===== src/hdl/bicubic_weight_generator_defines.svh =====
// ----------------------------------------------------------------------------
// bicubic weight generator assertion macros
// shared concurrent assertion forms for the weight generator
// ----------------------------------------------------------------------------
`ifndef BICUBIC_WEIGHT_GENERATOR_DEFINES_SVH
`define BICUBIC_WEIGHT_GENERATOR_DEFINES_SVH

// same-cycle implication
`define BWG_ASSERT_NOW(lbl, clk, rst, ante, cons, msg) \
   lbl: assert property (@(posedge clk) disable iff (rst) (ante) |-> (cons)) \
      else $error(msg);

// next-cycle implication
`define BWG_ASSERT_NEXT(lbl, clk, rst, ante, cons, msg) \
   lbl: assert property (@(posedge clk) disable iff (rst) (ante) |=> (cons)) \
      else $error(msg);

`endif


===== src/hdl/bwg_pkg.sv =====
// ----------------------------------------------------------------------------
// bwg_pkg
// widths, constants, types and rounding for the bicubic weight generator
// ----------------------------------------------------------------------------
package bwg_pkg;

   localparam int POS_W     = 12;
   localparam int RATIO_W   = 24;
   localparam int PHASE_W   = 16;
   localparam int SQUARE_W  = 2 * PHASE_W;
   localparam int CUBE_W    = 3 * PHASE_W;
   localparam int WEIGHT_W  = 16;
   localparam int SUM_W     = 53;
   localparam int FRAC_DROP = 35;
   localparam int Q_W       = SUM_W - FRAC_DROP;

   localparam int BWG_MAX_POSITIONS = 4096;

   localparam logic [RATIO_W-1:0] RATIO_RESET = 24'd65536;

   typedef logic signed [SUM_W-1:0]    sum_type;
   typedef logic signed [WEIGHT_W-1:0] weight_type;

   // half of a q2.14 lsb in units of 2^-49
   localparam sum_type ROUND_HALF = 53'sh0_0004_0000_0000;
   // the constant two, units of 2^-48
   localparam sum_type TWO_UNITS  = 53'sh2_0000_0000_0000;

   localparam logic signed [Q_W-1:0] Q_MAX = 18'sd32767;
   localparam logic signed [Q_W-1:0] Q_MIN = -18'sd32768;

   typedef struct packed {
      sum_type far_left;
      sum_type near_left;
      sum_type near_right;
      sum_type far_right;
   } tap_sums_type;

   // round half up to q2.14, then saturate
   function automatic weight_type round_sat(sum_type v);
      sum_type                 biased;
      logic signed [Q_W-1:0]   q;
      weight_type              w;
      biased = v + ROUND_HALF;
      q = $signed(biased[SUM_W-1:FRAC_DROP]);
      if (q > Q_MAX) begin
         w = 16'sh7fff;
      end else if (q < Q_MIN) begin
         w = 16'sh8000;
      end else begin
         w = q[WEIGHT_W-1:0];
      end
      return w;
   endfunction

endpackage


===== src/hdl/bwg_tap_sum.sv =====
// ----------------------------------------------------------------------------
// bwg_tap_sum
// forms the four cubic-convolution polynomials from d, d^2 and d^3
// ----------------------------------------------------------------------------
module bwg_tap_sum import bwg_pkg::*; (
   input  logic [PHASE_W-1:0]  phase,
   input  logic [SQUARE_W-1:0] square,
   input  logic [CUBE_W-1:0]   cube,
   output tap_sums_type        sums
);

   sum_type d1;
   sum_type d2;
   sum_type d3;

   // align all powers to units of 2^-48
   assign d1 = $signed({5'b0, phase, 32'b0});
   assign d2 = $signed({5'b0, square, 16'b0});
   assign d3 = $signed({5'b0, cube});

   always_comb begin
      sums.far_left   = (d2 <<< 1) - d3 - d1;
      sums.near_left  = (d3 <<< 1) + d3 - (d2 <<< 2) - d2 + TWO_UNITS;
      sums.near_right = (d2 <<< 2) + d1 - (d3 <<< 1) - d3;
      sums.far_right  = d3 - d2;
   end

endmodule


===== src/hdl/bicubic_weight_generator.sv =====
// ----------------------------------------------------------------------------
// bicubic_weight_generator
// keys cubic-convolution (a = -0.5) tap weights for a polyphase scaler
// ----------------------------------------------------------------------------
// pipeline: an accepted req beat passes one register per stage on its way to rsp_valid
// throughput: one beat per cycle; each stage holds while the stage after it is full
// and stalled, so empty stages still fill while a finished rsp beat waits
// reset: synchronous, clears all stage valid bits and loads inverse_ratio with 1.0
// csr writes are taken in any cycle (csr_ready is always high)
// ----------------------------------------------------------------------------
`include "bicubic_weight_generator_defines.svh"

module bicubic_weight_generator import bwg_pkg::*; #(
   parameter int MAX_POSITIONS = BWG_MAX_POSITIONS
) (
   input  logic                clock,
   input  logic                reset,
   // config write
   input  logic                csr_valid,
   output logic                csr_ready,
   input  logic [RATIO_W-1:0]  csr_inverse_ratio,
   // request
   input  logic                req_valid,
   output logic                req_ready,
   input  logic [POS_W-1:0]    req_position,
   // response
   output logic                rsp_valid,
   input  logic                rsp_ready,
   output weight_type          rsp_weight_far_left,
   output weight_type          rsp_weight_near_left,
   output weight_type          rsp_weight_near_right,
   output weight_type          rsp_weight_far_right
);

   // clamp bounds, compared wide enough to hold the full parameter range
   localparam int                    CMP_W    = 17;
   localparam logic [CMP_W-1:0]      MAX_POS  = CMP_W'(MAX_POSITIONS);
   localparam logic [POS_W-1:0]      POS_LAST = POS_W'(MAX_POSITIONS - 1);

   // ratio register
   logic [RATIO_W-1:0] ratio_ff;

   // stage valid bits and enables
   logic v1_ff, v2_ff, v3_ff, v4_ff, v5_ff;
   logic v1_in, v2_in, v3_in, v4_in, v5_in;
   logic en1, en2, en3, en4, en5;

   // stage payload
   logic [PHASE_W-1:0]  phase1_ff, phase1_in;
   logic [PHASE_W-1:0]  phase2_ff;
   logic [SQUARE_W-1:0] square2_ff, square2_in;
   logic [PHASE_W-1:0]  phase3_ff;
   logic [SQUARE_W-1:0] square3_ff;
   logic [CUBE_W-1:0]   cube3_ff, cube3_in;
   tap_sums_type        sums4_ff, sums4_in;
   weight_type          wfl5_ff, wfl5_in;
   weight_type          wnl5_ff, wnl5_in;
   weight_type          wnr5_ff, wnr5_in;
   weight_type          wfr5_ff, wfr5_in;

   logic [POS_W-1:0]            pos_clamped;
   logic [POS_W+PHASE_W-1:0]    phase_prod;
   logic signed [WEIGHT_W+1:0]  tap_total;

   // ------------------------------------------------------------------
   // config register
   // ------------------------------------------------------------------
   assign csr_ready = 1'b1;

   always_ff @(posedge clock) begin
      if (reset) begin
         ratio_ff <= RATIO_RESET;
      end else if (csr_valid && csr_ready) begin
         ratio_ff <= csr_inverse_ratio;
      end
   end

   // ------------------------------------------------------------------
   // flow control: a stage loads when it is empty or its successor moves
   // ------------------------------------------------------------------
   assign en5 = !v5_ff || rsp_ready;
   assign en4 = !v4_ff || en5;
   assign en3 = !v3_ff || en4;
   assign en2 = !v2_ff || en3;
   assign en1 = !v1_ff || en2;

   assign req_ready = en1;

   assign v1_in = en1 ? req_valid : v1_ff;
   assign v2_in = en2 ? v1_ff     : v2_ff;
   assign v3_in = en3 ? v2_ff     : v3_ff;
   assign v4_in = en4 ? v3_ff     : v4_ff;
   assign v5_in = en5 ? v4_ff     : v5_ff;

   always_ff @(posedge clock) begin
      if (reset) begin
         v1_ff <= 1'b0;
         v2_ff <= 1'b0;
         v3_ff <= 1'b0;
         v4_ff <= 1'b0;
         v5_ff <= 1'b0;
      end else begin
         v1_ff <= v1_in;
         v2_ff <= v2_in;
         v3_ff <= v3_in;
         v4_ff <= v4_in;
         v5_ff <= v5_in;
      end
   end

   // ------------------------------------------------------------------
   // stage 1: clamp position, phase = low 16 bits of position * ratio
   // only the low 16 ratio bits reach the fractional part
   // ------------------------------------------------------------------
   assign pos_clamped = ({{(CMP_W-POS_W){1'b0}}, req_position} >= MAX_POS) ?
                        POS_LAST : req_position;
   assign phase_prod  = pos_clamped * ratio_ff[PHASE_W-1:0];
   assign phase1_in   = phase_prod[PHASE_W-1:0];

   always_ff @(posedge clock) begin
      if (en1) begin
         phase1_ff <= phase1_in;
      end
   end

   // ------------------------------------------------------------------
   // stage 2: d^2
   // ------------------------------------------------------------------
   assign square2_in = phase1_ff * phase1_ff;

   always_ff @(posedge clock) begin
      if (en2) begin
         phase2_ff  <= phase1_ff;
         square2_ff <= square2_in;
      end
   end

   // ------------------------------------------------------------------
   // stage 3: d^3 (32 x 16 multiply)
   // ------------------------------------------------------------------
   assign cube3_in = square2_ff * phase2_ff;

   always_ff @(posedge clock) begin
      if (en3) begin
         phase3_ff  <= phase2_ff;
         square3_ff <= square2_ff;
         cube3_ff   <= cube3_in;
      end
   end

   // ------------------------------------------------------------------
   // stage 4: exact polynomial sums, units of 2^-49 after the halving
   // ------------------------------------------------------------------
   bwg_tap_sum u_tap_sum (
      .phase  (phase3_ff),
      .square (square3_ff),
      .cube   (cube3_ff),
      .sums   (sums4_in)
   );

   always_ff @(posedge clock) begin
      if (en4) begin
         sums4_ff <= sums4_in;
      end
   end

   // ------------------------------------------------------------------
   // stage 5: round half up to q2.14 and saturate, output register
   // ------------------------------------------------------------------
   assign wfl5_in = round_sat(sums4_ff.far_left);
   assign wnl5_in = round_sat(sums4_ff.near_left);
   assign wnr5_in = round_sat(sums4_ff.near_right);
   assign wfr5_in = round_sat(sums4_ff.far_right);

   always_ff @(posedge clock) begin
      if (en5) begin
         wfl5_ff <= wfl5_in;
         wnl5_ff <= wnl5_in;
         wnr5_ff <= wnr5_in;
         wfr5_ff <= wfr5_in;
      end
   end

   assign rsp_valid             = v5_ff;
   assign rsp_weight_far_left   = wfl5_ff;
   assign rsp_weight_near_left  = wnl5_ff;
   assign rsp_weight_near_right = wnr5_ff;
   assign rsp_weight_far_right  = wfr5_ff;

   // ------------------------------------------------------------------
   // checks
   // ------------------------------------------------------------------
   // weights sum to one, each rounding adds at most half an lsb of error
   assign tap_total = {{2{wfl5_ff[WEIGHT_W-1]}}, wfl5_ff}
                    + {{2{wnl5_ff[WEIGHT_W-1]}}, wnl5_ff}
                    + {{2{wnr5_ff[WEIGHT_W-1]}}, wnr5_ff}
                    + {{2{wfr5_ff[WEIGHT_W-1]}}, wfr5_ff};

   `BWG_ASSERT_NOW(a_unity_sum, clock, reset, rsp_valid, (tap_total >= 18'sd16382) && (tap_total <= 18'sd16386), "tap weights do not sum to one")

   `BWG_ASSERT_NOW(a_outer_sign, clock, reset, rsp_valid, (rsp_weight_far_left <= 16'sd0) && (rsp_weight_far_right <= 16'sd0), "outer tap weight is positive")

   `BWG_ASSERT_NEXT(a_accept_fills, clock, reset, req_valid && req_ready, v1_ff, "accepted beat did not enter stage one")

endmodule


===== config.mk =====
export PLATFORM = sky130hd
export DESIGN_NAME = bicubic_weight_generator
export DESIGN_NICKNAME = d
export VERILOG_FILES = /design/src/hdl/bwg_pkg.sv /design/src/hdl/bwg_tap_sum.sv /design/src/hdl/bicubic_weight_generator.sv
export VERILOG_INCLUDE_DIRS = /design/src /design/src/hdl
export SDC_FILE = /design/constraint.sdc
export NUM_CORES = 2
export LEC_CHECK = 0
export ABC_AREA = 1
export BUFFER_PORTS_ARGS = -buffer_cell sky130_fd_sc_hd__buf_4
export CELL_PAD_IN_SITES_DETAIL_PLACEMENT = 1
export CELL_PAD_IN_SITES_GLOBAL_PLACEMENT = 2
export CORE_UTILIZATION = 42
export DETAILED_ROUTE_END_ITERATION = 8
export HOLD_SLACK_MARGIN = 0.06
export PLACE_DENSITY = 0.91
export SYNTH_ARGS = -nofsm -noshare
export SYNTH_HDL_FRONTEND = slang
export SYNTH_HIERARCHICAL = 1
export SYNTH_SLANG_ARGS = --single-unit

===== constraint.sdc =====
create_clock -name clock -period 16.1 [get_ports clock]
set_input_delay 0.805 -clock clock [delete_from_list [all_inputs] [get_ports clock]]
set_output_delay 0.805 -clock clock [all_outputs]
set_load 0.005 [all_outputs]

==> run metrics <==
Clock Latency Late Sink=640 ps; CTS Buf Count=41; total core area=141200 µm²; die height=379.1 µm; status=finished with violations; CTS Buffer Depth=3; CP Launch Type=flop; vias per cell=5.180; first-pass GRT wire length=329400 µm; Arr. time, crit path=6960 ps; placed insts=9925; Worst slew margin=9.531%; Max Clock Freq=151.9 MHz; dpl cell area=62320 µm²; via count=51806; Area growth syn-to-layout=6.781%; drt initial violations=2717; worst hold path type=primary input to flop; Port Buffers=98; critical path type=flop to flop; GP Congestion=0.9931; Initial Util=42.29%; Post-CTS Setup Bufs=0; final non-filler cell area=63780 µm²; grt total ovfl=0; Critical Path End Type=flop; Tmin final=6583 ps; Clock Skews=52.06 ps; Tcrit/Tclk final=40.89%; Hold Vio Cnt, Final=0; DIE AREA=143700 µm²; Clock transition at path regs=60 ps; total wire length=214600 µm; initial antenna violation count=13; Non-Filler Instances=10001; Root Driver=clkbuf_16; clk sinks=316; Filler cells=17898; GRT Total Usage=30.22%; die width=379.1 µm; H-Tree Depth=2; Final #Nets=9443; Mapped Avg Cell Area=7.395 µm²; row count=138; Max-Cap Viols=0; worst slew pin tran=1347 ps; failing checks=DRC; First-pass DRT Iterations=7; number of global-route vias before repair=56110; r2r setup slk=9520 ps; synthesis warning total=6; RSZ-0062 raised after global routing=no; CTS-repair resized insts=0; Mapped Cells=8077; cts hold-fix bufs=0; antenna-violating nets left=0; wire length per cell=21.46 µm; I/O Pins=108; Post-route DRC=2; Slew Viols, Final=0; layout cells sized above 1=4.082%; Fin Setup TNS=0 ps; largest net degree at the start of global routing=78; crit-path max FO=17; HPWL after DPL=183700 µm; CTS tree=done; final setup vio count=0; Required @ worst endpoint=16470 ps; mapped cell area=59730 µm²
-- metrics by stage --
| stage | setup WS [ps] | hold WS [ps] | util, % |
|---|---|---|---|
| after global routing | 9162 | 398.6 | 45.15 |
| after global placement | 9644 | 440.7 | 44.12 |
| after detailed placement | 9556 | 458.0 | 44.12 |
| after CTS | 9504 | 380.8 | 45.15 |
| after floorplan | 8745 | 424.4 | - |
| final | 9517 | 416.3 | 45.16 |
-- per-layer routing --
layer	routed length (µm)	global-route usage (%)
met4	7837	9.898
met1	92140	38.63
met3	9226	3.221
met2	105400	52.96
met5	13	0
-- area by class of cell --
cell class | instances | area [µm²] | share of cell area (%)
diodes | 2 | 5.005 | 0.007847
clock buffers | 50 | 1136 | 1.781
clock inverters | 24 | 317.8 | 0.4983
inverters | 1978 | 7427 | 11.65
multi-input cells | 5612 | 42280 | 66.29
flip-flops and latches | 316 | 9279 | 14.55
well taps | 1890 | 2365 | 3.708
repair buffers | 129 | 968.4 | 1.518
-- sequential cells by signal, indices dropped and copies added (netlist names) --
name,flops
sums4_ff,76
cube3_ff,48
square2_ff,30
square3_ff,30
phase1_ff,16
phase2_ff,16
ratio_ff,16
rsp_weight_far_left,16
rsp_weight_far_right,16
rsp_weight_near_left,16
rsp_weight_near_right,16
phase3_ff,15
rsp_valid,1
v1_ff,1
v2_ff,1
v3_ff,1
v4_ff,1
-- layout by cell type, fill, tap and decap left out, drive strengths merged, types with 2 or more instances in the layout --
cell        n
a211oi      4
a21boi     19
a21o       54
a21oi     392
a221oi      2
a31oi      40
and2        2
and3        7
buf       129
bufinv      5
clkbuf     50
clkinv     15
conb       14
dfxtp      21
diode       2
edfxtp    295
fa        717
ha        607
inv      1982
nand2    2135
nand3     273
nand3b      9
nand4      72
nor2      564
nor3       79
nor3b       2
nor4       17
o2111ai     4
o211ai      8
o21a       18
o21ai     216
o21bai     68
o221ai      2
o22ai       3
o311ai      2
o31ai       3
or2         4
xnor2      58
xor2      215
-- critical path, stage by stage (launching register included) --
cell,delay [ps]
edfxtp_1,1130
nand2_1,190
fa_1,580
inv_1,50
fa_1,460
fa_1,530
fa_1,530
fa_1,550
inv_1,50
fa_1,540
inv_1,70
ha_1,410
nand2_1,140
nor2_1,230
nand2_1,160
nor2_1,180
nand2_1,70
nand3_1,100
xor2_1,340
-- path summary, 6_finish.rpt --
check / startpoint / to / cells after the start
hold / removal: req_valid / v1_ff / 3
setup reg to reg: square2_ff[10] / cube3_ff[23] / 18
hold reg to reg: phase2_ff[5] / phase3_ff[5] / 0
setup / recovery: square2_ff[10] / cube3_ff[23] / 18
Power is not shown: default switching activity piles up to over one toggle a cycle in this logic, so the estimate is an artifact.
